## src/sv/swst_sqrt.sv

```systemverilog
// ----------------------------------------------------------------------------
// swst_sqrt
// Digit-by-digit integer square root, one root bit per cycle.
// ----------------------------------------------------------------------------
module swst_sqrt #(
  parameter int W = 66
) (
  input  logic             clk,
  input  logic             rst,
  input  logic             start,
  input  logic [W-1:0]     x,
  output logic             done,
  output logic [W/2-1:0]   root
);

  localparam int NB = $clog2(W / 2 + 1);

  logic          run;
  logic [NB-1:0] cnt;
  logic [W-1:0]  rx;
  logic [W-1:0]  rr;
  logic [W-1:0]  rb;
  logic [W-1:0]  trial;

  assign trial = rr + rb;
  assign root  = rr[W/2-1:0];

  always_ff @(posedge clk) begin
    if (rst) begin
      run  <= 1'b0;
      done <= 1'b0;
      cnt  <= '0;
    end else begin
      done <= 1'b0;
      if (start) begin
        run <= 1'b1;
        cnt <= NB'(W / 2);
      end else if (run) begin
        cnt <= cnt - 1'b1;
        if (cnt == NB'(1)) begin
          run  <= 1'b0;
          done <= 1'b1;
        end
      end
    end
  end

  always_ff @(posedge clk) begin
    if (start) begin
      rx <= x;
      rr <= '0;
      rb <= W'(1) << (W - 2);
    end else if (run) begin
      if (rx >= trial) begin
        rx <= rx - trial;
        rr <= (rr >> 1) + rb;
      end else begin
        rr <= rr >> 1;
      end
      rb <= rb >> 2;
    end
  end

endmodule

```

## config.mk

```make
export PLATFORM = sky130hd
export DESIGN_NAME = swst_sqrt
export DESIGN_NICKNAME = d
export VERILOG_FILES = /design/src/sv/swst_sqrt.sv
export SDC_FILE = /design/constraint.sdc
export NUM_CORES = 1
export LEC_CHECK = 0
export BUFFER_PORTS_ARGS = -buffer_cell sky130_fd_sc_hd__buf_4
export CAP_MARGIN = 20
export CORE_MARGIN = 2
export CORE_UTILIZATION = 30
export CTS_CLUSTER_DIAMETER = 60
export DETAILED_ROUTE_END_ITERATION = 10
export SYNTH_ARGS = -nofsm -noshare
export SYNTH_HDL_FRONTEND = slang
export SYNTH_SLANG_ARGS = --single-unit
```

## constraint.sdc

```tcl
create_clock -name clk -period 5.9 [get_ports clk]
set_input_delay 1.18 -clock clk [delete_from_list [all_inputs] [get_ports clk]]
set_output_delay 1.18 -clock clk [all_outputs]
set_load 0.03 [all_outputs]
```

======== Yosys cells after proc, flatten, opt, wreduce, memory -nomap -nowiden ========
Index checks and enable logic that the tools add are counted.
cells by class
  add/subtract/negate cells ............... 4
  multipliers ............................. 0
  div/mod/pow operators ................... 0
  order comparisons ....................... 1
  equality and inequality tests ........... 1
  shifts and indexed selects .............. 0
  mux-type cells .......................... 10
  bitwise logic cells ..................... 1
  reduce and logical (&&, ||, !) cells .... 5
operators with widths
  operator                                                            number
  66-bit 2-to-1 mux                                                   4
  65-bit by 65-bit adder with 66-bit output                           1
  66-bit by 65-bit adder with 66-bit output                           1
  66-bit >= comparator                                                1
  66-bit subtractor                                                   1
  6-bit 2-to-1 mux                                                    2
  6-bit by 1-bit == test with 1-bit output, second input constant     1
  6-bit by 1-bit subtractor with 6-bit output, second input constant  1
  1-bit 2-to-1 mux                                                    4
  2-bit nonzero test                                                  2
  3-bit OR reduction                                                  1
  2-bit AND reduction                                                 1
  2-bit OR reduction                                                  1
  1-bit NOT                                                           1
word-level totals
  register bits after elaboration ......... 173
  bits in latches ......................... 0
  RAM bits ................................ 0
  memory bits (read-only) ................. 0
  logic and storage cells ................. 29
  memories kept ........................... 0

======== Depth between registers and ports, before layout ========
  word-level depth ........................ 5
  gate-level depth with buffers ........... 27
  depth with buffers taken out ............ 23

======== Worst setup path before layout ========
No wires, ideal clock.
  kind .................................... flip-flop to flip-flop
  from .................................... register rr[2]
  to ...................................... register rx[0], enable pin
  setup time .............................. 0.426 ns
  arrival ................................. 6.136 ns
  required time ........................... 5.474 ns
  setup slack ............................. -0.662 ns
  stages on the path, launching flop included .. 22
  path buffers ............................ 1
  clock period less this slack ............ 6.562 ns
  cell sequence ........................... dfxtp_1 ha_1 a31oi_1 o21ai_1 a221oi_1 o31ai_1 a31oi_1 nor2_1 a221o_1 a31oi_1 xor2_1 ha_1 nand2_2 nor2_2 nand2_1 or3_1 a31oi_2 o31ai_4 o31ai_4 buf_2 nand2_1 nand2_1
on the way
  cells in the longest elaborated chain, start to end .. 4
RTL lines
  what                                       line  source
  start: declaration                         21    logic [W-1:0] rr;
  start signal: assignment                   56    rr <= (rr >> 1) + rb;
  start signal: assignment                   58    rr <= rr >> 1;
  66-bit by 65-bit adder with 66-bit output  25    assign trial = rr + rb;
  66-bit >= comparator                       54    if (rx >= trial) begin
  2-bit nonzero test (no line)               -
  2-bit AND reduction (no line)              -
  end signal: assignment                     55    rx <= rx - trial;
  end: declaration                           20    logic [W-1:0] rx;
Every way passes these cells.
A chain may end at the register's enable or synchronous reset.

======== Worst setup path in the final report ========
  from .................................... register rb[10]
  to ...................................... register rr[21]
on the way
  cells in the longest elaborated chain, start to end .. 3
  elaborated cells between the ends (all ways) .. 4
  those cells by class .................... 2 x add/sub; 1 x order compare; 1 x mux
RTL lines
  what                                       line  source
  start: declaration                         22    logic [W-1:0] rb;
  start signal: assignment                   52    rb <= W'(1) << (W - 2);
  start signal: assignment                   60    rb <= rb >> 2;
  66-bit by 65-bit adder with 66-bit output  25
  66-bit >= comparator                       54
  66-bit 2-to-1 mux *                        54
Mark *: on every way between the ends. The rest lies on a longest branch, timed or not.

==> metrics.txt <==
Std-Cell Rows 85; sequential share of the synthesized area 25.3%; nets 2335; total gr overflow 0; Worst Path Required 6.31 ns; EDFF count, synth 66; worst-path maximum fanout 38; outcome complete, no violations; largest net degree at the start of global routing 134; Root Buffer clkbuf_16; gr usage total 18.2%; Sink Count 173; pwr dens 364 nW/um^2; crit path DAT 6.00 ns; sequential share of power 25.1%; initial core utilization 30.3%; top post-synthesis cells by area dfxtp_1, edfxtp_1, ha_1; I/O pin count 103; net load switching power 3.02 mW; Clk pwr share 18.5%; period utilization 94.7%; CTS Hold Bufs 0; Die Wd 237 um; GPL Wtd Cong 0.898; CP max-delay cell or3_1; Min-Delay Path Class flip-flop to flip-flop; leading area contributor after synthesis dfxtp_1; Int Power 3.78 mW; Longest Clk Path Bufs 2; H-tree levels 4; WL/cell 18.3 um; CP startpoint kind flip-flop; clk slew on worst S/H paths 0.07 ns; Comb power frac 56.4%; final instance area 18700 sq um; VDD IR max 0.250 mV; drt pass-1 iters 5; Port Buf Inserts 102; final WL 52100 um; vias in the first global route 15000; Pleak 7.20 nW; Final setup viols 0; DR DRC count 0; synthesized cell area 16300 sq um; first-pass GRT wire length 81300 um; skew final 0.0157 ns; Rel. slew slack 34.9%; Die ar. 56200 sq um; cell family with the largest share of critical-path delay compound AO/OA/AOI/OAI gates; Primary FF master, synth dfxtp_1; clock latency on the worst-skew pair 0.51 ns; dpl cell area 17800 sq um; syn avg cell area 7.84 sq um; worst-margin pin slew 0.971 ns; via count 15600; achievable frequency 179 MHz; Area growth syn-to-layout 14.7%; ratio of cells with drive above 1 in the final layout 13.7%; RSZ-0062 raised after global routing false; max incr delay on CP 0.41 ns; CTS buffer count 17; Slew Limit Fails 0; synth cell count leaders nand2_1, nor2_1, o21ai_0, a21oi_1, ha_1; Ys Warns 0; initial antenna violation count 0; top-count cell post-synth nand2_1; total power draw 6.80 mW; ys async rst share 0%; CP Capture Type flip-flop; WP buf/inv 2; net switching share of the total power 44.3%; Yosys top cell area share 13.2%; worst-path cell chain ha_1, a31oi_2, o21bai_1, a221oi_1, buf_4, o31ai_2, a31oi_1, nor2_1, a221o_1, a31oi_1, xor2_1, ha_1, nand2_2, nor2_2, nand2_1, or3_1, a31oi_4, o31ai_4, o31a_4, buf_12, or3_1, a311oi_1; Setup Crit Path Kind flip-flop to flip-flop; Final Critical Period 5.59 ns; DRT iter0 DRCs 1285; vias per std cell 5.50; Die H 237 um; detailed placer's ending HPWL 40000 um; CTS tree done; Synthesized Nets 2284; final hold vios 0; flops & latches, synth 173; max_cap viols 0; Post-Syn Instances 2078; Core Footprint 53700 sq um; unique cell type count in the Yosys netlist 87; post-route ant nets 0; Fin Hold WS 0.512 ns
[cells by family (layout without fill, tap and decap cells)]
group                    Yosys count  in the layout  synth area share [%]
AO/OA/AOI/OAI                    684            684                  27.4
other                              0              1                     0
flip-flops                       173            173                  25.3
adder cells (fa/ha/maj)          137            137                  10.6
XOR/XNOR                         162            162                  8.71
buffers and inverters            202            266                  5.65
multiplexers                      63             63                  3.97
AND/OR/NAND/NOR                  657            657                  18.4
[layout make-up]
| cell class | instances | area, sq um |
|---|---|---|
| Fill cell | 5546 | 35000 |
| Multi-Input combinational cell | 1703 | 11400 |
| Sequential cell | 173 | 4130 |
| Timing Repair Buffer | 186 | 1480 |
| Tap cell | 696 | 871 |
| Clock buffer | 18 | 450 |
| Inverter | 48 | 180 |
| Clock inverter | 14 | 175 |
| Antenna cell | 1 | 2.50 |
[state kept, by name (all words and copies together) (netlist names)]
register	flops
rr	66
rx	66
rb	33
cnt	6
done	1
run	1
[power by group through the flow]
stage	Sequential [mW]	Clock (mW)	Combinational, mW
6_report	1.70	1.26	3.83
5_1_grt	1.73	1.34	4.22
2_1_floorplan	1.66	0	2.74
3_5_place_dp	1.73	0	3.71
4_1_cts	1.71	1.30	3.73
3_3_place_gp	1.73	0	3.68
[cells in the final DEF (no fill, tap or decap), types with 7 or more instances in the layout]
master and instances:
a211oi_1 42, a21boi_0 7, a21o_1 47, a21oi_1 152
a221oi_1 12, a311oi_1 15, a31o_2 14, a31oi_1 65
and2_1 15, and3_1 14, and4_1 8, buf_4 179
clkbuf_16 19, dfxtp_1 106, edfxtp_1 66, ha_1 135
inv_1 47, mux2_2 12, mux2i_1 50, nand2_1 228
nand2b_1 9, nand3_1 38, nand4_1 49, nor2_1 194
nor2b_1 14, nor3_1 34, o211ai_1 9, o21a_1 23
o21ai_0 165, o21ai_1 17, o21bai_1 33, o31ai_1 14
or3_1 22, xnor2_1 86, xor2_1 76
[per-layer routing]
layer	GRT usage [%]	share of wire [%]	vias up
met2	29.9	46	398
met4	5.83	2.2	0
met5	0	0	-
met3	4.29	5.1	61
li1	-	-	7755
met1	23.6	46	7411
[what timing repair did]
action	4_1_cts	5_1_grt
pin swaps	0	5
cloned	0	1
setup endpoints to repair	33	137
resized for setup	3	26
setup buffers	0	5
[stage by stage]
step	utilization [%]	setup WS, ns	std cells	setup TNS [ns]
final	34.8	0.314	2839	0
after global routing	34.8	0.00929	2838	0
after CTS	34.4	0.0641	2832	0
after detailed placement	33.2	-0.0625	2800	-0.848
after global placement	33.2	-0.00710	2800	-0.0259
after floorplan	-	0.270	2078	0
[path summary, 6_finish.rpt]
path | startpoint | to | slack, ns | depth (start not counted)
worst min register to register | cnt[1] | cnt[1] | 0.51 | 2
worst max-delay path | rb[10] | rr[21] | 0.31 | 22
worst max register to register | rb[10] | rr[21] | 0.31 | 22
worst min-delay path | cnt[1] | cnt[1] | 0.51 | 2
[worst register-to-register path, delay by kind of cell, from the launching register on]
kind	cells	cell delay (ns)
AOI/OAI and AO/OA	11	2.61
buffers and inverters	2	0.42
DFF	1	0.34
xor gates and xnor gates	1	0.11
and+or+nand+nor	6	1.28
adders and majority gates	2	0.74
(Power assumes the default switching activity.)
