--- src/sv/swst_div.sv ---
// ----------------------------------------------------------------------------
// swst_div
// Restoring divider, one quotient bit per cycle.
// ----------------------------------------------------------------------------
module swst_div #(
  parameter int W = 66
) (
  input  logic         clk,
  input  logic         rst,
  input  logic         start,
  input  logic [W-1:0] num,
  input  logic [W-1:0] den,
  output logic         done,
  output logic [W-1:0] quo
);

  localparam int NB = $clog2(W + 1);

  logic          run;
  logic [NB-1:0] cnt;
  logic [W-1:0]  rem;
  logic [W-1:0]  dv;
  logic [W:0]    trial;
  logic          ge;

  assign trial = {rem, quo[W-1]};
  assign ge    = trial >= {1'b0, dv};

  always_ff @(posedge clk) begin
    if (rst) begin
      run  <= 1'b0;
      done <= 1'b0;
      cnt  <= '0;
    end else begin
      done <= 1'b0;
      if (start) begin
        run <= 1'b1;
        cnt <= NB'(W);
      end else if (run) begin
        cnt <= cnt - 1'b1;
        if (cnt == NB'(1)) begin
          run  <= 1'b0;
          done <= 1'b1;
        end
      end
    end
  end

  // quo shifts the dividend out at the top and the quotient in at the bottom
  always_ff @(posedge clk) begin
    if (start) begin
      rem <= '0;
      dv  <= den;
      quo <= num;
    end else if (run) begin
      rem <= ge ? W'(trial - {1'b0, dv}) : W'(trial);
      quo <= {quo[W-2:0], ge};
    end
  end

endmodule

--- config.mk ---
export PLATFORM = sky130hd
export DESIGN_NAME = swst_div
export DESIGN_NICKNAME = d
export VERILOG_FILES = /design/src/sv/swst_div.sv
export SDC_FILE = /design/constraint.sdc
export NUM_CORES = 1
export LEC_CHECK = 0
export ABC_AREA = 0
export CAP_MARGIN = 20
export CORE_MARGIN = 4
export CORE_UTILIZATION = 35
export DETAILED_ROUTE_END_ITERATION = 8
export DONT_BUFFER_PORTS = 1
export PLACE_DENSITY = 0.56
export SYNTH_ARGS = -nofsm -noshare
export SYNTH_HDL_FRONTEND = slang
export SYNTH_SLANG_ARGS = --single-unit
--- constraint.sdc ---
create_clock -name clk -period 3.1 [get_ports clk]
set_input_delay 0.31 -clock clk [delete_from_list [all_inputs] [get_ports clk]]
set_output_delay 0.31 -clock clk [all_outputs]
set_load 0.02 [all_outputs]
## Yosys cells after proc, flatten, opt, wreduce, memory -nomap -nowiden

Index checks and enable logic that the tools add are counted.

| word-level totals | value |
|---|---|
| register bits | 207 |

| operators by class | value |
|---|---|
| add/sub/neg operators | 2 |
| order comparisons | 1 |
| equality and inequality tests | 1 |
| multiplexer cells | 9 |
| bitwise gates (word level) | 1 |
| reductions and logical operators | 3 |

Operators by type and width:

| kind | number |
|---|---|
| 2-to-1 mux 66 bit | 3 |
| >= comparator 67 x 66 -> 1 bit | 1 |
| subtractor 66 bit | 1 |
| 2-to-1 mux 7 bit | 2 |
| == test 7 x 1 -> 1 bit, second input constant | 1 |
| subtractor 7 x 1 -> 7 bit, second input constant | 1 |
| 2-to-1 mux 1 bit | 4 |
| OR reduction 3 bit | 1 |
| nonzero test 2 bit | 1 |
| OR reduction 2 bit | 1 |
| NOT 1 bit | 1 |

## Longest topological paths before layout

Gate-level depths: netlist of run 1.

| logic depth | value |
|---|---|
| word-level depth | 4 |
| mapped depth | 16 |

## Least setup slack after synthesis of run 1

No wires, ideal clock.

| timing | value |
|---|---|
| path kind | flip-flop to flip-flop |
| start | register quo[65] |
| end | register rem[62] |
| data arrival time | 3.242 ns |
| required time | 3.009 ns |
| path slack | -0.233 ns |
| stages on the path, launching flop included | 14 |
| period minus slack after synthesis | 3.333 ns |
| cell sequence | edfxtp_1 -> inv_1 -> ha_1 -> inv_1 -> fa_1 -> a21o_1 -> a221oi_1 -> o211ai_1 -> a21oi_1 -> o31ai_1 -> a211oi_1 -> a21oi_1 -> o41a_1 -> a311oi_1 |

| on the way | value |
|---|---|
| cells in the longest elaborated chain, start to end | 2 |

RTL lines:

| element | line | source |
|---|---|---|
| start: declaration | 14 | `output logic [W-1:0] quo` |
| start signal: assignment | 54 | `quo <= num;` |
| start signal: assignment | 57 | `quo <= {quo[W-2:0], ge};` |
| subtractor 66 bit or >= comparator 67 x 66 -> 1 bit (tied branches) | 56, 27 |  |
| 2-to-1 mux 66 bit (*) | 56 | `rem <= ge ? W'(trial - {1'b0, dv}) : W'(trial);` |
| end signal: assignment | 56 |  |
| end: declaration | 21 | `logic [W-1:0] rem;` |

Mark *: on every way between the ends. The rest lies on a longest branch, timed or not.
A chain may end at the register's enable or synchronous reset.

## Final worst setup path of run 1

| timing | value |
|---|---|
| start | register quo[65] |
| end | register rem[56] |

The elaborated chain is that of the path after synthesis.

==> results of run 1 <==
-- layer usage --
metal | share of wire | vias to the layer above | global-route usage
li1 | - | 5157 | -
met1 | 0.44 | 5112 | 0.233
met2 | 0.48 | 274 | 0.303
met3 | 0.062 | 45 | 0.0484
met4 | 0.017 | 0 | 0.0297
met5 | 0 | - | 0
-- cells in the mapped netlist (27+ instances only) --
| library cell | number |
|---|---|
| nor2_1 | 153 |
| a21oi_1 | 135 |
| edfxtp_1 | 132 |
| inv_1 | 87 |
| dfxtp_1 | 75 |
| ha_1 | 68 |
| nand2_1 | 67 |
| mux2_2 | 65 |
| a211oi_1 | 59 |
| clkbuf_1 | 54 |
| a21o_1 | 40 |
| xor2_1 | 33 |
| xnor2_1 | 32 |
| o21ai_0 | 27 |
-- layout by cell type, fill, tap and decap left out, types with 5 or more instances in the layout --
| cell type | synthesis | final |
|---|---|---|
| clkbuf_1 | 54 | 6 |
| buf_4 | 6 | 176 |
| inv_1 | 87 | 83 |
| nand2_2 | 0 | 5 |
| a211oi_1 | 59 | 34 |
| nor2_1 | 153 | 125 |
| o21bai_1 | 11 | 11 |
| xnor2_1 | 32 | 28 |
| o211ai_1 | 5 | 5 |
| mux2i_1 | 21 | 16 |
| o21ai_0 | 27 | 19 |
| a21oi_2 | 0 | 42 |
| a21o_1 | 40 | 40 |
| ha_1 | 68 | 58 |
| clkinvlp_4 | 0 | 5 |
| ha_4 | 0 | 7 |
| nand3_1 | 20 | 18 |
| and3_1 | 14 | 14 |
| nand4_1 | 23 | 23 |
| clkbuf_16 | 0 | 31 |
| o21a_1 | 5 | 5 |
| nor3_2 | 0 | 6 |
| mux2_4 | 0 | 5 |
| mux2_2 | 65 | 65 |
| buf_8 | 0 | 6 |
| a21oi_1 | 135 | 89 |
| nor2_2 | 0 | 14 |
| o21ai_1 | 12 | 7 |
| nor3_1 | 18 | 12 |
| dfxtp_1 | 75 | 74 |
| edfxtp_1 | 132 | 132 |
| buf_12 | 0 | 9 |
| nand2_1 | 67 | 62 |
| dlygate4sd3_1 | 0 | 132 |
| nor2_4 | 0 | 14 |
| xor2_1 | 33 | 31 |
| o21ai_2 | 1 | 10 |
| a211oi_2 | 1 | 25 |
| buf_6 | 1 | 14 |
-- cell families (layout without fill, tap and decap cells) --
group,Yosys count,after routing,synth area share
xor+xnor,65,65,0.0466
simple gates,321,321,0.117
buf+inv,158,479,0.0520
compound gates,343,343,0.184
mux,91,91,0.0818
flops,207,207,0.448
fa+ha+maj,69,69,0.0713
-- worst paths after layout --
kind            from      end  cells past startpoint
min            start   dv[11]                      0
max reg2reg  quo[65]  rem[56]                     15
max          quo[65]  rem[56]                     15
min reg2reg  rem[12]  rem[12]                      2
-- flip-flops by register name, indices dropped and copies added, names as in the netlist --
register	count
dv	66
done	1
quo	66
cnt	7
rem	66
run	1
-- metrics by stage --
step                instances  TNS [ns]  area (um^2)
floorplan                1254  -0.00514        12300
global placement         1807     -7.19        13900
detailed placement       1807    -13.64        13900
CTS                      2004     -3.05        16400
global route             2030     -9.00        17500
finish                   2030     -3.49        17500
-- power breakdown --
part	internal (mW)	leakage [nW]	switching, mW
Combinational	1.59	4.87	1.55
Sequential	3.23	1.93	0.302
Clock	1.76	0.401	1.25
Total	6.57	7.20	3.10
-- layout make-up --
type	instances	area share
multi-input cells	889	0.404
flip-flops and latches	207	0.312
repair buffers	343	0.184
clock buffers	36	0.0422
well taps	455	0.0325
inverters	88	0.0189
clock inverters	12	0.00636
-- worst reg2reg max path: cells and delay by family, from the launching register on --
family / cells / cell delay, ns
flip-flops: 1 / 0.40
AO/OA/AOI/OAI: 10 / 2.06
buffers and inverters: 2 / 0.12
XOR/XNOR: 1 / 0.19
adder cells (fa/ha/maj): 2 / 0.48
-- timing repair --
action                                  CTS  global route
buffers inserted                         13            31
cloned                                    4             4
pin swaps                                28           123
endpoints found under the setup margin   67            67
resized for setup                        36           209
hold endpoints to repair                268           114
==> summary.txt, run 1 <==
Critical path
  – Slowest cell on the critical path: edfxtp_1
  – CP max FO: 3
  – Setup slack, reg-to-reg: -0.29 ns
  – CP bufs+invs: 2
  – Max incr delay on CP: 0.40 ns
  – Critical Path RT: 3.50 ns
  – CP delay by family, top: compound AO/OA/AOI/OAI gates
  – Critical Path Source Type: flop
  – CP Cell Sequence: inv_2, ha_4, inv_2, fa_2, a21o_1, a221oi_2, o211ai_1, a21boi_2, o21ba_4, o31a_1, o221a_4, o21ai_4, a21boi_2, xor2_1, a211oi_2
  – Critical path arrival: 3.79 ns
  – Setup Crit Path Kind: reg -> reg
  – CP Capture Type: flop

Layout
  – Final core occ: 0.508
  – Filler Cell Count: 3133
  – Nets: 1759
  – Area occupied by multi-input gates: 7070 um^2
  – Diode count: 0
  – Fraction of layout instances using a drive strength above 1: 0.319
  – FF/Latch Area: 5470 um^2
  – Area growth syn-to-layout: 43.5%

Floorplan
  – Standard-cell row count: 68
  – Die area: 37900 um^2
  – Die W: 195 um
  – Die Height: 195 um
  – I/O pin count: 202
  – Core ar.: 34500 um^2
  – Initial core utilization: 0.354

Timing
  – Fmax achieved: 0.295 GHz
  – Unrepaired setup endpoints after global routing: true
  – Slew Viols, Final: 0
  – Final period util: 1.09
  – Slew at the pin closest to its max-slew limit: 1.20 ns
  – Fin. Hold Viols: 27
  – Slew margin rel.: 0.200
  – Setup violators final: 44
  – Clock Skews: 0.0103 ns
  – Fin Hold WS: -0.0926 ns
  – Minimum clock period after layout: 3.39 ns
  – Final setup margin: -0.294 ns

Synthesis
  – Ys async rst share: 0
  – Post-synth top area share: 0.325
  – Mapped Avg Cell Area: 9.73 um^2
  – Post-synth EDFFs: 132
  – Largest area contributor in the netlist: edfxtp_1
  – Distinct cells, synth: 68
  – Mapped Cells: 1254
  – Syn Nets: 1458
  – Synth top area cells: edfxtp_1 (32%), dfxtp_1 (12%), ha_1 (7.0%)
  – Mapped Area: 12200 um^2
  – Sequential-to-total area share from yosys stat: 0.448
  – Yosys reg bits: 207
  – Ys Warns: 0
  – Ys flop type: edfxtp_1

GRT
  – Largest net degree at the start of global routing: 204
  – Global route total overflow: 0
  – GRT Total Usage: 0.178
  – Initial antenna violation count: 0
  – Number of global-route vias before repair: 10700
  – First-pass GRT wire length: 56300 um

Power and ir drop
  – Power consumption: 9.67 mW
  – Peak supply drop: 0.000420 V
  – Pwr Density: 552 nW/um^2
  – P_leak: 7.20 nW

Route
  – Drt via density: 5.22
  – Antenna-violating nets left: 0
  – Via count: 10600
  – Total wire length: 36100 um
  – DR iter-0 viols: 587
  – Drt first pass iters: 5
  – Drt drc: 0
  – Per-cell routed wire length: 17.8 um

Run status
  – Violated checks: hold timing, setup timing
  – Outcome: finished, violations left

Clock network
  – CTS tree: yes
  – Clk_lat worst skew: 0.55 ns
  – CTS Sinks: 207
  – Cts bufs inserted: 26
  – Clock-pin slew on the worst setup and hold paths: 0.06 ns
  – Cts hold-fix bufs: 132
  – # H-tree levels: 1
  – Clock tree root buffer cell: clkbuf_16
  – Clock buffer depth: 3

Flow run
  – Max-cap viol count: 0

Min path
  – HP Class: in -> reg

Place
  – Setup WS pre-CTS: -0.288 ns
  – Post-DP HPWL: 24300 um
  – Final RePlAce weighted congestion: 0.876
  – IO Port Bufs: 0
(Power assumes the default switching activity.)
==> run 2: changes to the inputs <==
--- a/config.mk
+++ b/config.mk
@@ -12,6 +12,7 @@
 export DETAILED_ROUTE_END_ITERATION = 8
 export DONT_BUFFER_PORTS = 1
 export PLACE_DENSITY = 0.56
+export SLEW_MARGIN = 10
 export SYNTH_ARGS = -nofsm -noshare
 export SYNTH_HDL_FRONTEND = slang
 export SYNTH_SLANG_ARGS = --single-unit
==> constraint.sdc (replaced) <==
create_clock -name clk -period 3.1 [get_ports clk]
set_input_delay 0 -clock clk [delete_from_list [all_inputs] [get_ports clk]]
set_output_delay 0 -clock clk [all_outputs]
set_load 0.02 [all_outputs]
==> summary.txt, run 2 (synthesis gave the netlist of run 1 again) <==
Run status
  – Outcome: finished, violations left
  – Violated checks: hold timing, setup timing

Clock network
  – Cts hold-fix bufs: 201 (+52%)
  – CTS tree: yes
  – Clock tree root buffer cell: clkbuf_16
  – Cts bufs inserted: 26 (unchanged)
  – # H-tree levels: 1 (unchanged)
  – Clock buffer depth: 3 (unchanged)
  – Clock-pin slew on the worst setup and hold paths: 0.06 ns (about the same)
  – CTS Sinks: 207 (unchanged)
  – Clk_lat worst skew: 0.55 ns (about the same)

Timing
  – Minimum clock period after layout: 3.33 ns (-0.0684 ns)
  – Fin. Hold Viols: 133 (+390%)
  – Slew at the pin closest to its max-slew limit: 1.10 ns (-0.0999 ns)
  – Final setup margin: -0.225 ns (+0.0684 ns)
  – Fin Hold WS: -0.402 ns (-0.309 ns)
  – Setup TNS: -8.03 ns (-4.55 ns)
  – Fmax achieved: 0.301 GHz (+2.1%)
  – Unrepaired setup endpoints after global routing: true
  – Clock Skews: 0.0200 ns (+0.00964 ns)
  – Setup violators final: 66 (+50%)
  – Slew margin rel.: 0.267 (+0.0666)
  – Final period util: 1.07 (-0.0221)
  – Slew Viols, Final: 0 (unchanged)

Floorplan
  – Core ar.: 34500 um^2 (unchanged)
  – Standard-cell row count: 68 (unchanged)
  – Die Height: 195 um (unchanged)
  – Die area: 37900 um^2 (unchanged)
  – Die W: 195 um (unchanged)
  – Initial core utilization: 0.354 (unchanged)
  – I/O pin count: 202 (unchanged)

Place
  – IO Port Bufs: 0 (unchanged)
  – Final RePlAce weighted congestion: 0.876 (about the same)
  – Area after DPL: 13900 um^2 (unchanged)
  – Post-DP HPWL: 24100 um (-0.75%)

Critical path
  – Crit path from: dv[1]
  – Critical path arrival: 3.75 ns (-0.04 ns)
  – Critical Path RT: 3.53 ns (+0.03 ns)
  – RR Startpoint: dv[1]
  – CP Capture Type: flop
  – CP max FO: 7 (+4)
  – Setup Crit Path Kind: reg -> reg
  – Critical Path Source Type: flop

Min path
  – HP Class: in -> reg
  – Hold Startpoint: start

Power and ir drop
  – Clock share of power: 0.323 (+0.012)
  – Switching Share: 0.312 (-0.00778)
  – Combinational share of power: 0.317 (-0.007)
  – Int Pwr: 6.75 mW (+2.7%)
  – Sequential power share: 0.360 (-0.005)
  – P_leak: 7.46 nW (+3.5%)
  – Peak supply drop: 0.000453 V (+8.0%)
  – Psw: 3.07 mW (-0.93%)
  – Pwr Density: 548 nW/um^2 (-0.64%)

GRT
  – Largest net degree at the start of global routing: 204 (unchanged)
  – Initial antenna violation count: 0 (unchanged)
  – First-pass GRT wire length: 59800 um (+6.3%)
  – Global route total overflow: 0 (unchanged)
  – Number of global-route vias before repair: 11200 (+5.0%)
  – GRT Total Usage: 0.190 (+0.0111)

Route
  – Antenna-violating nets left: 0 (unchanged)
  – DR iter-0 viols: 689 (+17%)
  – Drt drc: 0 (unchanged)
  – Drt first pass iters: 5 (unchanged)
  – Drt via density: 5.18 (-0.72%)
  – Total wire length: 37800 um (+4.7%)
  – Per-cell routed wire length: 18.0 um (+1.3%)
  – Via count: 10900 (+2.6%)

Layout
  – Diode count: 0 (unchanged)
  – Area growth syn-to-layout: 46.7%
  – Biggest regs: dv (66), quo (66), rem (66)
  – Commonest cells after routing, fill and taps aside: dlygate4sd3_1 (201), buf_4 (175), nor2_1 (135)
  – Final core occ: 0.520 (+0.0112)
  – Area occupied by multi-input gates: 6760 um^2 (-4.4%)
  – Fraction of layout instances using a drive strength above 1: 0.269 (-0.0503)
  – Commonest non-fill, non-tap cell in the layout: dlygate4sd3_1
  – FF/Latch Area: 5470 um^2 (unchanged)
  – Filler Cell Count: 3067 (-2.1%)
  – Final Cell Area: 17900 um^2 (+2.2%)
  – Nets: 1827 (+3.9%)

Flow run
  – Max-cap viol count: 0 (unchanged)
-- run 2: changes by cell type in the layout (fill, tap and decap cells not counted), sizes merged, moves of 2 or more --
cell / before / now
dlygate4sd3: 132 / 201
clkinv: 6 / 10
buf: 207 / 209
clkbuf: 40 / 32
bufinv: 1 / 3
clkinvlp: 5 / 3
-- run 2: final timing paths --
| kind | endpoint | slack, ns | cells past startpoint |
|---|---|---|---|
| worst min register to register | rem[51] | 0.50 | 2 |
| worst min-delay path | dv[11] | -0.40 | 0 |
| worst max-delay path | rem[47] | -0.23 | 18 |
| worst max register to register | rem[47] | -0.23 | 18 |
-- run 2: layer usage --
metal,up-vias,wire [um],GRT usage
li1,5287,-,-
met1,5196,16200,0.244
met2,330,18200,0.326
met3,51,2570,0.0484
met4,0,807,0.0365
met5,-,0,0
-- run 2: power groups by stage --
stage | Combinational, mW | Clock [mW] | Sequential (mW)
after floorplan | 1.54 | 0 | 3.50
after detailed placement | 2.31 | 0 | 3.57
after CTS | 2.85 | 3.24 | 3.52
after global routing | 3.39 | 3.35 | 3.57
final | 3.11 | 3.17 | 3.54
after global placement | 2.29 | 0 | 3.57
-- run 2: timing repair --
item	CTS	global route
gates cloned	6	1
resized for setup	63	114
endpoints found under the setup margin	67	67
pin swaps	58	52
hold endpoints to repair	273	133
setup buffers	26	16
-- run 2: final cells by class --
type | instances | area share
Clock inverter | 17 | 0.0103
Sequential cell | 207 | 0.305
Clock buffer | 31 | 0.0397
Multi-Input combinational cell | 889 | 0.378
Timing Repair Buffer | 411 | 0.217
Inverter | 88 | 0.0184
Tap cell | 455 | 0.0318
-- run 2: critical path, stage by stage, from the launching register on --
cell and delay [ns]:
edfxtp_1 0.38, inv_2 0.09, buf_6 0.10, ha_4 0.19, nor2b_4 0.13, o2111ai_4 0.22
a31oi_4 0.12, o31ai_2 0.24, buf_4 0.18, a21oi_4 0.06, o21ai_2 0.18, a31oi_4 0.13
a31oi_4 0.29, buf_6 0.14, buf_6 0.09, buf_12 0.13, mux2_1 0.33, mux2i_1 0.14
nor2_1 0.05
-- run 2: metrics by stage --
stage          total power [mW]  setup WS, ns  cells
5_1_grt                    10.3        -0.385   2098
3_3_place_gp               5.86        -0.194   1807
3_5_place_dp               5.87        -0.280   1807
4_1_cts                    9.61        -0.180   2086
2_1_floorplan              5.04      -0.00514   1254
6_report                   9.82        -0.225   2098
