`src/sv/swst_mul.sv`:
```
// ----------------------------------------------------------------------------
// swst_mul
// Serial shift-and-add multiplier, one multiplier bit per cycle.
// ----------------------------------------------------------------------------
module swst_mul #(
  parameter int AW = 66,
  parameter int BW = 33
) (
  input  logic          clk,
  input  logic          rst,
  input  logic          start,
  input  logic [AW-1:0] a,
  input  logic [BW-1:0] b,
  output logic          done,
  output logic [AW-1:0] p
);

  localparam int NB = $clog2(BW + 1);

  logic          run;
  logic [NB-1:0] cnt;
  logic [AW-1:0] ma;
  logic [BW-1:0] mb;

  always_ff @(posedge clk) begin
    if (rst) begin
      run  <= 1'b0;
      done <= 1'b0;
      cnt  <= '0;
    end else begin
      done <= 1'b0;
      if (start) begin
        run <= 1'b1;
        cnt <= NB'(BW);
      end else if (run) begin
        cnt <= cnt - 1'b1;
        if (cnt == NB'(1)) begin
          run  <= 1'b0;
          done <= 1'b1;
        end
      end
    end
  end

  always_ff @(posedge clk) begin
    if (start) begin
      p  <= '0;
      ma <= a;
      mb <= b;
    end else if (run) begin
      if (mb[0]) begin
        p <= p + ma;
      end
      ma <= ma << 1;
      mb <= mb >> 1;
    end
  end

endmodule

```
`config.mk`:
```
export PLATFORM = sky130hd
export DESIGN_NAME = swst_mul
export DESIGN_NICKNAME = d
export VERILOG_FILES = /design/src/sv/swst_mul.sv
export SDC_FILE = /design/constraint.sdc
export NUM_CORES = 1
export LEC_CHECK = 0
export BUFFER_PORTS_ARGS = -buffer_cell sky130_fd_sc_hd__buf_2
export CAP_MARGIN = 20
export CORE_MARGIN = 2
export CORE_UTILIZATION = 58
export CTS_CLUSTER_DIAMETER = 60
export DETAILED_ROUTE_END_ITERATION = 8
export GPL_ROUTABILITY_DRIVEN = 0
export HOLD_SLACK_MARGIN = 0.15
export MAX_ROUTING_LAYER = met4
export PLACE_DENSITY = 0.82
export SYNTH_ARGS = -nofsm -noshare
export SYNTH_HDL_FRONTEND = slang
export SYNTH_SLANG_ARGS = --single-unit
```
`constraint.sdc`:
```
create_clock -name clk -period 3.25 [get_ports clk]
set_input_delay 0.65 -clock clk [delete_from_list [all_inputs] [get_ports clk]]
set_output_delay 0.65 -clock clk [all_outputs]
set_load 0.03 [all_outputs]
```
Yosys cells after proc, flatten, opt, wreduce, memory -nomap -nowiden
Cells that the tools add are included.
- bits in registers: 173
- input bits: 102
- output and inout bits: 67
- add/subtract/negate cells: 2
- equal/unequal tests: 1
- muxes and demuxes: 10
- bitwise operators: 1
- reduce and logical (&&, ||, !) cells: 4
- operators by type and width (kind ; count):
    $mux W66 ; 2
    $add A66 B66 Y66 ; 1
    $mux W33 ; 2
    $mux W6 ; 2
    $eq A6 B1 Y1 const B ; 1
    $sub A6 B1 Y6 const B ; 1
    $mux W1 ; 4
    $reduce_or A3 Y1 ; 1
    $reduce_and A2 Y1 ; 1
    $reduce_bool A2 Y1 ; 1
    $reduce_or A2 Y1 ; 1
    $not A1 Y1 ; 1

Depth between registers and ports, before layout
Gate-level depths: netlist of the first run.
- depth after elaboration: 4
- mapped depth: 13
- depth with buffers taken out: 13

Least setup slack after synthesis of the first run
No wires, ideal clock.
- kind: register to register
- start point: reg p[0]
- end point: reg p[60]
- arrival time: 3.100 ns
- setup slack: 0.088 ns
- stages on the path, launching flop included: 14
- path buffers: 0
- period minus slack after synthesis: 3.162 ns
- cell sequence: dfxtp_1 > ha_1 > inv_1 > fa_1 > nand2b_1 > a21oi_1 > o31ai_1 > a2111oi_1 > o211ai_1 > nand3_1 > a221o_1 > a31oi_1 > or4_1 > nand3_1
- word-level cells in the longest chain between the ends: 1
- RTL lines (element ; RTL line ; RTL):
    from (decl) ; 15 ; output logic [AW-1:0] p
    from (signal assigned) ; 52 ; p <= p + ma;
    $add A66 B66 Y66 ; 52 ;
Every way passes these cells.
A chain may end at the register's enable or synchronous reset.

Worst setup path in the final report of the first run
- start point: reg ma[12]
- end point: reg p[63]
- word-level cells in the longest chain between the ends: 1
- RTL lines (element ; RTL line ; RTL):
    from (decl) ; 22 ; logic [AW-1:0] ma;
    from (signal assigned) ; 54 ; ma <= ma << 1;
    $add A66 B66 Y66 ; 52 ;
Every way passes these cells.

==> metrics.log, run 1 <==
[metrics] simple-gate area share of the yosys netlist: 0.138
[metrics] class of the most critical setup path: flip-flop to flip-flop
[metrics] fmax: 318 MHz
[metrics] Die Outline Area: 19300 um^2
[metrics] type of origin of the critical path: flip-flop
[metrics] Lkg Pwr: 5.41 nW
[metrics] signed area change from the synthesized netlist to the final layout: 20.0%
[metrics] H-tree depth: 4
[metrics] number of DRC violations after detailed-routing iteration 0: 836
[metrics] CTS sink count: 173
[metrics] maximum capacitance violations: 0
[metrics] Relative slew margins: 0.486
[metrics] worst setup slack for register-to-register paths: 0.10 ns
[metrics] Syn Inst Count: 1086
[metrics] maximum number of buffers from clock root to sink: 2
[metrics] CTS root buf: sky130_fd_sc_hd__clkbuf_16
[metrics] area fraction of the dominant cell type after synthesis: 0.282
[metrics] via count of the first global-routing pass: 8886
[metrics] total count of max-transition violations in the final report: 0
[metrics] post-route total power: 6.67 mW
[metrics] share of flip-flops with an asynchronous set or reset after synthesis: 0
[metrics] synth unique cells: 66
[metrics] clock period minus final worst setup slack: 3.15 ns
[metrics] post-detailed-placement half-perimeter wirelength: 18500 um
[metrics] CP Data Arrival Time: 3.46 ns
[metrics] number of antenna violations at the first check in global routing: 4
[metrics] status: completed
[metrics] TritonCTS Buffers: 17
[metrics] area share of fa/ha/maj cells after synthesis: 0.0814
[metrics] total area of multi-input combinational cells: 6020 um^2
[metrics] pin count of the biggest net entering global routing: 70
[metrics] Initial Utilization: 0.589
[metrics] final antenna-violating net count: 0
[metrics] first-pass GRT wire length: 43000 um
[metrics] top area cells in the synthesized netlist: sky130_fd_sc_hd__edfxtp_1 28%, sky130_fd_sc_hd__dfxtp_1 14%, sky130_fd_sc_hd__mux2_2 10%
[metrics] start point of the worst hold path: p[42]$_SDFFE_PP0P_
[metrics] post-route cell area: 12600 um^2
[metrics] core region area: 17900 um^2
[metrics] synthesized area divided by synthesized cell count: 9.71 um^2
[metrics] number of ports placed on the die boundary: 169
[metrics] combined flip-flop and latch cell area: 4450 um^2
[metrics] number of port buffers: 168
[metrics] Final nets: 1421
[metrics] chip height: 139 um
[metrics] total routing usage reported by global routing: 0.279
[metrics] aggregate global routing overflow: 0
[metrics] proportion of synthesized chip area in sequential cells: 0.423
[metrics] Worst Hold Class: flip-flop to flip-flop
[metrics] nature of the critical path endpoint: flip-flop
[metrics] fraction of layout instances using a drive strength above 1: 0.298
[metrics] combinational family with the most area after synthesis: compound AO/OA/AOI/OAI gates
[metrics] clock tree from TritonCTS: built
[metrics] final worst clock skew: 0.0118 ns
[metrics] peak supply drop: 0.378 mV
[metrics] Die X: 139 um
[metrics] most frequent cell after synthesis: sky130_fd_sc_hd__nand2_1
[metrics] number of synthesized flops with an enable pin: 99
[metrics] total cell area at the placement stage: 11700 um^2
[metrics] clock latency on the worst-skew pair: 0.45 ns
[metrics] worst flop-to-flop path startpoint: ma[12]$_DFFE_PP_
[metrics] average wire per cell in the routed design: 17.6 um
[metrics] number of hold buffers added after CTS: 0
[metrics] hold worst-path end: p[42]$_SDFFE_PP0P_
[metrics] number of inserted filler cells in the final layout: 1326
[metrics] hold violation count in the final report: 0
[metrics] part of the cycle the worst path needs: 0.969
[metrics] post-synthesis register bit count: 173
[metrics] top cell types by occurrence after synthesis: 133 x sky130_fd_sc_hd__nand2_1, 111 x sky130_fd_sc_hd__a21oi_1, 99 x sky130_fd_sc_hd__edfxtp_1
[metrics] DR vias/cell: 6.01
[metrics] endpoints failing setup: 0
[metrics] row count: 49
[metrics] synthesized cell area: 10500 um^2
[metrics] Syn Nets: 1256
[metrics] cell area power density: 528 nW/um^2
[metrics] portion of netlist area occupied by mux cells: 0.105
[metrics] worst path required time: 3.56 ns
[metrics] most instantiated flip-flop cell in the synthesis netlist: sky130_fd_sc_hd__edfxtp_1
[metrics] CP max FO: 6
[metrics] setup repair after global routing missed its margin: true
[metrics] Crit Reg-Reg Endpoint: p[63]$_SDFFE_PP0P_
[metrics] number of non-filler instances in the completed layout: 1497
[metrics] Cells after DPL: 1458
[metrics] Worst Max-Slew Pin Slew: 0.768 ns
[metrics] length in cells of the worst reg-to-reg path: 12
[metrics] synthesis warning total: 0
[metrics] Hold Path Depth: 2
[metrics] area fraction in compound gates after synthesis: 0.183
[metrics] final routed wirelength across all metal layers: 26400 um
[metrics] top cell type by total area after synthesis: sky130_fd_sc_hd__edfxtp_1
[metrics] total number of vias: 8996
[metrics] first-pass iteration count of the detailed router: 7
[metrics] XOR/XNOR Fraction of Synth Area: 0.0407
[metrics] clock transition time at the flip-flop clock pins of the worst setup and hold paths: 0.08 ns
[metrics] DRC viols: 0
sequential cells by signal (all words and copies together), names as in the netlist:
name	cells
done	1
mb	33
ma	66
run	1
cnt	6
p	66
worst max path at each step:
stage | depth (start not counted) | startpoint | endpoint | slack, ns
after global routing | 12 | ma[2]$_DFFE_PP_ | p[47]$_SDFFE_PP0P_ | -0.04
after CTS | 11 | ma[22]$_DFFE_PP_ | p[65]$_SDFFE_PP0P_ | 0.005
after detailed placement | 13 | ma[0]$_SDFFCE_PN0P_ | p[60]$_SDFFE_PP0P_ | -0.15
after floorplan | 13 | p[0]$_SDFFE_PP0P_ | p[60]$_SDFFE_PP0P_ | 0.09
final | 12 | ma[12]$_DFFE_PP_ | p[63]$_SDFFE_PP0P_ | 0.10
after global placement | 13 | ma[0]$_SDFFCE_PN0P_ | p[60]$_SDFFE_PP0P_ | -0.06
cell families (layout without fill, tap and decap cells):
logic type               after synthesis  in the layout
buffers and inverters                 84            262
adder cells (fa/ha/maj)               68             68
multiplexers                          98             98
other                                  0              4
XOR/XNOR                              49             49
flip-flops                           173            173
AND/OR/NAND/NOR                      316            316
AO/OA/AOI/OAI                        298            298
cell usage in the layout (no fill, tap or decap), types with 6 or more instances in the layout:
master,instances
sky130_fd_sc_hd__nand3_1,26
sky130_fd_sc_hd__and3_1,6
sky130_fd_sc_hd__a21oi_1,106
sky130_fd_sc_hd__dfxtp_1,74
sky130_fd_sc_hd__buf_2,167
sky130_fd_sc_hd__ha_4,8
sky130_fd_sc_hd__o211ai_1,6
sky130_fd_sc_hd__and2_1,6
sky130_fd_sc_hd__ha_1,58
sky130_fd_sc_hd__a211oi_1,9
sky130_fd_sc_hd__a21o_1,35
sky130_fd_sc_hd__xnor2_1,34
sky130_fd_sc_hd__nor2b_1,6
sky130_fd_sc_hd__inv_1,26
sky130_fd_sc_hd__nor3_1,19
sky130_fd_sc_hd__a31oi_1,9
sky130_fd_sc_hd__nand4_1,21
sky130_fd_sc_hd__mux2_2,97
sky130_fd_sc_hd__nor2_1,64
sky130_fd_sc_hd__o21ai_0,40
sky130_fd_sc_hd__clkinv_8,6
sky130_fd_sc_hd__nand2b_1,7
sky130_fd_sc_hd__buf_4,34
sky130_fd_sc_hd__clkbuf_16,17
sky130_fd_sc_hd__o21bai_1,11
sky130_fd_sc_hd__edfxtp_1,99
sky130_fd_sc_hd__nand2_1,132
sky130_fd_sc_hd__xor2_1,15
sky130_fd_sc_hd__o21ai_1,13
sky130_fd_sc_hd__o21a_1,10
through the flow:
stage                     hold slack (ns)  setup WS, ns  TNS, ns   util
after floorplan                     0.469        0.0879        0      -
after global placement              0.454       -0.0551  -0.0551  0.655
after detailed placement            0.464        -0.152   -0.217  0.655
after CTS                           0.467       0.00499        0  0.692
after global routing                0.486       -0.0434  -0.0903  0.707
final                               0.474         0.101        0  0.707
worst max-delay path, stage by stage, from the launching register on:
cell	delay, ns
sky130_fd_sc_hd__edfxtp_1	0.42
sky130_fd_sc_hd__ha_1	0.36
sky130_fd_sc_hd__a21o_1	0.21
sky130_fd_sc_hd__a21o_1	0.19
sky130_fd_sc_hd__a21oi_1	0.19
sky130_fd_sc_hd__o221ai_1	0.22
sky130_fd_sc_hd__a211oi_4	0.38
sky130_fd_sc_hd__o31a_1	0.30
sky130_fd_sc_hd__o41ai_4	0.11
sky130_fd_sc_hd__buf_4	0.19
sky130_fd_sc_hd__a31oi_1	0.21
sky130_fd_sc_hd__xor2_1	0.16
sky130_fd_sc_hd__o21ai_1	0.07
layer usage:
layer | global-route usage | vias to the layer above | wire length [um]
met1 | 0.362 | 4249 | 11600
met2 | 0.446 | 329 | 12600
met5 | - | - | 0
met3 | 0.0580 | 51 | 1820
met4 | 0.0797 | 0 | 425
li1 | - | 4367 | -
report_power, final:
| group | total (mW) | leakage, nW | internal [mW] | switching, mW |
|---|---|---|---|---|
| clock network | 2.17 | 0.309 | 1.13 | 1.04 |
| logic | 1.80 | 3.50 | 0.744 | 1.06 |
| registers | 2.71 | 1.60 | 2.56 | 0.148 |
| total | 6.67 | 5.41 | 4.43 | 2.24 |
layout make-up:
class / instances / share of cell area
multi-input combinational: 829 / 0.476
clock buffer: 17 / 0.0336
timing repair buffer: 204 / 0.0903
inverter: 26 / 0.00772
antenna: 4 / 0.000791
tap: 229 / 0.0227
sequential: 173 / 0.352
clock inverter: 15 / 0.0170
repair_timing:
action,4_1_cts,5_1_grt
resized for setup,5,36
setup endpoints to repair,6,20
pin swaps,0,14
setup buffers,0,3
Note: power is estimated with default switching activity, not from simulation.
==> run 2, diff against run 1 <==
--- a/config.mk
+++ b/config.mk
@@ -13,7 +13,6 @@
 export DETAILED_ROUTE_END_ITERATION = 8
 export GPL_ROUTABILITY_DRIVEN = 0
 export HOLD_SLACK_MARGIN = 0.15
-export MAX_ROUTING_LAYER = met4
 export PLACE_DENSITY = 0.82
 export SYNTH_ARGS = -nofsm -noshare
 export SYNTH_HDL_FRONTEND = slang
==> run 2 against run 1 <==
  * Non-clock buffer count is the same
  * Clock power about the same
  * Utilization is essentially flat
  * Highest routed layer is now met5
  * Critical endpoint unchanged
  * Power hardly changed
  * Hold slack better by 0.0012 ns
  * Cell count decreased by 0.13%
  * Combinational power is essentially flat
  * Global-route usage is 0.88 points lower
  * Sequential share of layout area about the same
  * Critical path depth did not move
  * Flip-flop and latch count is the same
  * Sequential power about the same
==> metrics.log, run 2 (synthesis results as in run 1) <==
[metrics] status: completed
[metrics] nature of the critical path endpoint: flip-flop
[metrics] first-pass iteration count of the detailed router: 5 (-2)
[metrics] registers with the most flip-flops: ma: 66 flops, p: 66 flops, mb: 33 flops
[metrics] highest-count cells in the layout ignoring fill and taps: 167 x sky130_fd_sc_hd__buf_2, 132 x sky130_fd_sc_hd__nand2_1, 106 x sky130_fd_sc_hd__a21oi_1, 99 x sky130_fd_sc_hd__edfxtp_1, 97 x sky130_fd_sc_hd__mux2_2
[metrics] via count of the first global-routing pass: 8884 (-0.023%)
[metrics] total cell area at the placement stage: 11700 um^2 (unchanged)
[metrics] CP max FO: 7 (+1)
[metrics] final antenna-violating net count: 0 (unchanged)
[metrics] Worst Max-Slew Pin Slew: 0.744 ns (-0.0243 ns)
[metrics] number of antenna violations at the first check in global routing: 4 (unchanged)
[metrics] Relative slew margins: 0.502 (+0.0163)
[metrics] average wire per cell in the routed design: 17.7 um (+0.24%)
[metrics] first-pass GRT wire length: 43000 um (about the same)
[metrics] switching share of total power: 0.336 (about the same)
[metrics] maximum capacitance violations: 0 (unchanged)
[metrics] number of hold buffers added after CTS: 0 (unchanged)
[metrics] row count: 49 (unchanged)
[metrics] commonest non-fill, non-tap cell in the layout: sky130_fd_sc_hd__buf_2
[metrics] start point of the critical path: ma[26]$_DFFE_PP_
[metrics] TritonCTS Buffers: 17 (unchanged)
[metrics] DR vias/cell: 6.04 (+0.45%)
[metrics] clock period minus final worst setup slack: 3.14 ns (-0.0101 ns)
[metrics] total number of vias: 9024 (+0.31%)
[metrics] core occupancy in the finished layout: 0.706 (about the same)
[metrics] number of port buffers: 168 (unchanged)
[metrics] fraction of layout instances using a drive strength above 1: 0.298 (unchanged)
[metrics] combinational power share: 0.270 (about the same)
[metrics] clock transition time at the flip-flop clock pins of the worst setup and hold paths: 0.08 ns (about the same)
[metrics] met2 Track Usage GR: 0.446 (unchanged)
[metrics] chip height: 139 um (unchanged)
[metrics] Initial Utilization: 0.589 (unchanged)
[metrics] endpoints failing setup: 0 (unchanged)
[metrics] start point of the worst hold path: p[18]$_SDFFE_PP0P_
[metrics] met3 usage in global routing: 0.0608 (+0.00276)
[metrics] aggregate global routing overflow: 0 (unchanged)
[metrics] Worst Hold Class: flip-flop to flip-flop
[metrics] CTS sink count: 173 (unchanged)
[metrics] class of the most critical setup path: flip-flop to flip-flop
[metrics] global-route layer with the greatest usage: met2
[metrics] total routing usage reported by global routing: 0.270 (-0.00884)
[metrics] clock latency on the worst-skew pair: 0.44 ns (about the same)
[metrics] core region area: 17900 um^2 (unchanged)
[metrics] type of origin of the critical path: flip-flop
[metrics] H-tree depth: 4 (unchanged)
[metrics] combined flip-flop and latch cell area: 4450 um^2 (unchanged)
[metrics] setup slack after layout: 0.111 ns (+0.0101 ns)
[metrics] number of non-filler instances in the completed layout: 1495 (-0.13%)
[metrics] total count of max-transition violations in the final report: 0 (unchanged)
[metrics] hold violation count in the final report: 0 (unchanged)
[metrics] part of the cycle the worst path needs: 0.966 (-0.00311)
[metrics] post-detailed-placement half-perimeter wirelength: 18500 um (unchanged)
[metrics] number of inserted filler cells in the final layout: 1327 (+0.075%)
[metrics] clock tree from TritonCTS: built
[metrics] maximum number of buffers from clock root to sink: 2 (unchanged)
[metrics] DRC viols: 0 (unchanged)
[metrics] CP Data Arrival Time: 3.45 ns (about the same)
[metrics] peak supply drop: 0.377 mV (-0.28%)
[metrics] maximum single-stage delay on the critical path: 0.42 ns (about the same)
[metrics] crit-path cells: ha_1 -> a21oi_1 -> o21ai_1 -> a221o_1 -> a211o_1 -> a31oi_1 -> o31a_1 -> o41ai_4 -> buf_4 -> a31oi_1 -> xor2_1 -> o21ai_1
[metrics] CP max-delay cell: sky130_fd_sc_hd__edfxtp_1
[metrics] Cells after DPL: 1458 (unchanged)
[metrics] pre-CTS setup slack: -0.152 ns (unchanged)
[metrics] pin count of the biggest net entering global routing: 70 (unchanged)
[metrics] net switching power figure: 2.24 mW (about the same)
[metrics] final routed wirelength across all metal layers: 26400 um (+0.10%)
[metrics] final setup TNS: 0 ns (unchanged)
[metrics] Die X: 139 um (unchanged)
[metrics] fmax: 319 MHz (+0.32%)
[metrics] sequential share of power: 0.406 (about the same)
[metrics] Die Outline Area: 19300 um^2 (unchanged)
[metrics] internal power component: 4.43 mW (about the same)
[metrics] worst path required time: 3.56 ns (about the same)
[metrics] CTS root buf: sky130_fd_sc_hd__clkbuf_16
[metrics] M1 GR Usage: 0.358 (-0.00358)
[metrics] cell area power density: 528 nW/um^2 (about the same)
[metrics] Lkg Pwr: 5.41 nW (about the same)
[metrics] Final nets: 1421 (unchanged)
[metrics] total area of multi-input combinational cells: 6020 um^2 (unchanged)
[metrics] proportion of power drawn by the clock network: 0.324 (about the same)
[metrics] setup repair after global routing missed its margin: true
[metrics] number of ports placed on the die boundary: 169 (unchanged)
[metrics] post-route cell area: 12600 um^2 (about the same)
[metrics] final worst clock skew: 0.0113 ns (-0.000507 ns)
[metrics] signed area change from the synthesized netlist to the final layout: 20.0% (about the same)
[metrics] worst flop-to-flop path startpoint: ma[26]$_DFFE_PP_
[metrics] number of DRC violations after detailed-routing iteration 0: 753 (-9.9%)
[run 2: final cells by class]
class                           instances  share of cell area
Multi-Input combinational cell        829               0.476
Sequential cell                       173               0.352
Timing Repair Buffer                  204              0.0903
Clock buffer                           17              0.0336
Tap cell                              229              0.0227
Clock inverter                         15              0.0170
Inverter                               26             0.00772
Antenna cell                            2            0.000396
[run 2: layer usage]
| metal | vias to the layer above | wire [um] |
|---|---|---|
| met5 | - | 24 |
| met4 | 4 | 417 |
| met3 | 55 | 1790 |
| met2 | 319 | 12600 |
| met1 | 4273 | 11600 |
| li1 | 4373 | - |
[run 2: what timing repair did]
item / 4_1_cts / 5_1_grt
setup buffers: 0 / 3
pin swaps: 0 / 14
resized for setup: 5 / 36
setup endpoints to repair: 6 / 20
[run 2: power groups by stage]
stage / sequential, mW / clock (mW) / combinational (mW)
after floorplan: 2.83 / 0 / 1.12
after global placement: 2.74 / 0 / 1.66
after detailed placement: 2.75 / 0 / 1.69
after CTS: 2.70 / 2.19 / 1.72
after global routing: 2.73 / 2.28 / 1.97
final: 2.71 / 2.16 / 1.80
[run 2: worst max-delay path, delay by kind of cell, from the launching register on]
kind	cells	cell delay [ns]
buffers and inverters	1	0.19
DFF	1	0.42
AOI/OAI and AO/OA	9	1.86
adders and majority gates	1	0.40
xor gates and xnor gates	1	0.16
[run 2: path summary, 6_finish.rpt]
kind / end / slack (ns) / cells past startpoint
worst max-delay path: p[63]$_SDFFE_PP0P_ / 0.11 / 12
worst min-delay path: p[18]$_SDFFE_PP0P_ / 0.47 / 2
worst max register to register: p[63]$_SDFFE_PP0P_ / 0.11 / 12
worst min register to register: p[18]$_SDFFE_PP0P_ / 0.47 / 2
[run 2: stage by stage]
| stage | total power, mW | hold slack (ns) |
|---|---|---|
| 2_1_floorplan | 3.95 | 0.469 |
| 3_3_place_gp | 4.40 | 0.454 |
| 3_5_place_dp | 4.44 | 0.464 |
| 4_1_cts | 6.61 | 0.467 |
| 5_1_grt | 6.97 | 0.489 |
| 6_report | 6.67 | 0.475 |
==> run 3, diff against run 2 <==
--- a/config.mk
+++ b/config.mk
@@ -14,6 +14,7 @@
 export GPL_ROUTABILITY_DRIVEN = 0
 export HOLD_SLACK_MARGIN = 0.15
 export PLACE_DENSITY = 0.82
+export REMOVE_ABC_BUFFERS = 1
 export SYNTH_ARGS = -nofsm -noshare
 export SYNTH_HDL_FRONTEND = slang
 export SYNTH_SLANG_ARGS = --single-unit
==> run 3 against run 2 <==
  * Sequential power about the same
  * Critical path depth decreased by 2
  * Critical endpoint is now p[35]$_SDFFE_PP0P_
  * Clock skew about the same
  * Highest routed layer is now met4
  * Power decreased by 0.59%
  * Combinational power about the same
  * Flip-flop and latch count unchanged
  * Largest cell class unchanged
  * Non-clock buffer count increased by 1
  * Register-to-register slack about the same
==> metrics.log, run 3 (synthesis results as in run 1) <==
[metrics] status: completed
[metrics] maximum number of buffers from clock root to sink: 2 (unchanged)
[metrics] type of origin of the critical path: flip-flop
[metrics] cell area power density: 529 nW/um^2 (+0.27%)
[metrics] post-route cell area: 12500 um^2 (-0.86%)
[metrics] Initial Utilization: 0.589 (unchanged)
[metrics] number of DRC violations after detailed-routing iteration 0: 905 (+20%)
[metrics] number of antenna violations at the first check in global routing: 0 (-4)
[metrics] maximum capacitance violations: 0 (unchanged)
[metrics] commonest non-fill, non-tap cell in the layout: sky130_fd_sc_hd__buf_2
[metrics] Relative slew margins: 0.485 (-0.0168)
[metrics] pre-CTS setup slack: -0.0585 ns (+0.0932 ns)
[metrics] TritonCTS Buffers: 17 (unchanged)
[metrics] post-detailed-placement half-perimeter wirelength: 18300 um (-0.82%)
[metrics] core occupancy in the finished layout: 0.700 (-0.00608)
[metrics] H-tree depth: 4 (unchanged)
[metrics] final antenna-violating net count: 0 (unchanged)
[metrics] hold violation count in the final report: 0 (unchanged)
[metrics] first-pass iteration count of the detailed router: 7 (+2)
[metrics] fmax: 319 MHz (about the same)
[metrics] row count: 49 (unchanged)
[metrics] fraction of layout instances using a drive strength above 1: 0.298 (about the same)
[metrics] pin count of the biggest net entering global routing: 100 (+43%)
[metrics] total count of max-transition violations in the final report: 0 (unchanged)
[metrics] CP max FO: 5 (-2)
[metrics] clock latency on the worst-skew pair: 0.44 ns (about the same)
[metrics] average wire per cell in the routed design: 17.2 um (-2.6%)
[metrics] Die Outline Area: 19300 um^2 (unchanged)
[metrics] final routed wirelength across all metal layers: 25700 um (-2.6%)
[metrics] DRC viols: 0 (unchanged)
[metrics] chip height: 139 um (unchanged)
[metrics] total routing usage reported by global routing: 0.262 (-0.00820)
[metrics] highest-count cells in the layout ignoring fill and taps: 167 x sky130_fd_sc_hd__buf_2, 132 x sky130_fd_sc_hd__nand2_1, 108 x sky130_fd_sc_hd__a21oi_1, 99 x sky130_fd_sc_hd__edfxtp_1, 97 x sky130_fd_sc_hd__mux2_2
[metrics] endpoints failing setup: 0 (unchanged)
[metrics] aggregate global routing overflow: 0 (unchanged)
[metrics] number of port buffers: 168 (unchanged)
[metrics] number of ports placed on the die boundary: 169 (unchanged)
[metrics] nature of the critical path endpoint: flip-flop
[metrics] final worst clock skew: 0.0108 ns (-0.000498 ns)
[metrics] number of inserted filler cells in the final layout: 1368 (+3.1%)
[metrics] part of the cycle the worst path needs: 0.966 (about the same)
[metrics] setup slack after layout: 0.111 ns (-0.000474 ns)
[metrics] CTS sink count: 173 (unchanged)
[metrics] total number of vias: 9034 (+0.11%)
[metrics] first-pass GRT wire length: 41800 um (-2.8%)
[metrics] class of the most critical setup path: flip-flop to flip-flop
[metrics] registers with the most flip-flops: ma: 66 flops, p: 66 flops, mb: 33 flops
[metrics] Die X: 139 um (unchanged)
[metrics] ant diodes: 0 (-2)
[metrics] Worst Hold Class: flip-flop to flip-flop
[metrics] clock period minus final worst setup slack: 3.14 ns (+0.000474 ns)
[metrics] peak supply drop: 0.425 mV (+13%)
[metrics] DR vias/cell: 6.05 (+0.18%)
[metrics] Lkg Pwr: 5.37 nW (-0.63%)
[metrics] via count of the first global-routing pass: 8587 (-3.3%)
[metrics] core region area: 17900 um^2 (unchanged)
[metrics] CTS root buf: sky130_fd_sc_hd__clkbuf_16
[metrics] Worst Max-Slew Pin Slew: 0.769 ns (+0.0251 ns)
[metrics] worst slack on hold paths: 0.468 ns (-0.00670 ns)
[metrics] clock tree from TritonCTS: built
[metrics] total cell area at the placement stage: 11700 um^2 (about the same)
[metrics] Final nets: 1422 (+0.070%)
[metrics] worst path required time: 3.58 ns (+0.02 ns)
[metrics] CP Data Arrival Time: 3.47 ns (+0.02 ns)
[metrics] signed area change from the synthesized netlist to the final layout: 18.9%
[metrics] setup repair after global routing missed its margin: true
[metrics] clock transition time at the flip-flop clock pins of the worst setup and hold paths: 0.07 ns (about the same)
[run 3: final timing paths]
| kind | endpoint | cells after the start | slack [ns] | start |
|---|---|---|---|---|
| max | p[35]$_SDFFE_PP0P_ | 10 | 0.11 | ma[12]$_DFFE_PP_ |
| min | p[53]$_SDFFE_PP0P_ | 2 | 0.47 | p[53]$_SDFFE_PP0P_ |
| max reg2reg | p[35]$_SDFFE_PP0P_ | 10 | 0.11 | ma[12]$_DFFE_PP_ |
| min reg2reg | p[53]$_SDFFE_PP0P_ | 2 | 0.47 | p[53]$_SDFFE_PP0P_ |
[run 3: critical path, cell delays in order (launching register included)]
cell	delay (ns)
sky130_fd_sc_hd__edfxtp_1	0.41
sky130_fd_sc_hd__ha_1	0.35
sky130_fd_sc_hd__a21o_1	0.21
sky130_fd_sc_hd__a21o_1	0.18
sky130_fd_sc_hd__a21oi_1	0.21
sky130_fd_sc_hd__o221ai_1	0.18
sky130_fd_sc_hd__a211oi_2	0.42
sky130_fd_sc_hd__o21ai_1	0.15
sky130_fd_sc_hd__a31o_2	0.29
sky130_fd_sc_hd__a211o_1	0.31
sky130_fd_sc_hd__a221o_1	0.31
[run 3: per-stage QoR]
step,std cells,power [mW],TNS [ns]
after floorplan,1028,3.91,0
after global placement,1459,4.40,-0.0397
after detailed placement,1459,4.44,-0.0586
after CTS,1491,6.60,0
after global routing,1494,6.91,-0.0724
final,1494,6.63,0
[run 3: layout make-up]
| class | count | area (um^2) | share of cell area |
|---|---|---|---|
| tap | 229 | 287 | 0.0229 |
| clock inverter | 14 | 184 | 0.0147 |
| multi-input combinational | 829 | 5930 | 0.473 |
| clock buffer | 18 | 429 | 0.0342 |
| inverter | 26 | 97.6 | 0.00779 |
| timing repair buffer | 205 | 1150 | 0.0917 |
| sequential | 173 | 4450 | 0.355 |
[run 3: metal layers]
| layer | up-vias | wire (um) | track usage |
|---|---|---|---|
| li1 | 4351 | - | - |
| met1 | 4254 | 11300 | 0.347 |
| met2 | 360 | 11900 | 0.426 |
| met3 | 69 | 1850 | 0.0639 |
| met4 | 0 | 644 | 0.0824 |
| met5 | - | 0 | 0 |
[run 3: where the power goes]
part           switching, mW  internal, mW  total [mW]
Clock                  0.929          1.23        2.16
Sequential             0.137          2.56        2.70
Combinational           1.05         0.729        1.78
Total                   2.11          4.52        6.63
[run 3: timing repair]
item                       in CTS  in global routing
hold buffers                    0                  0
buffers inserted                0                  3
gates resized for setup         5                 32
setup endpoints to repair       5                 21
pin swaps                       0                  6
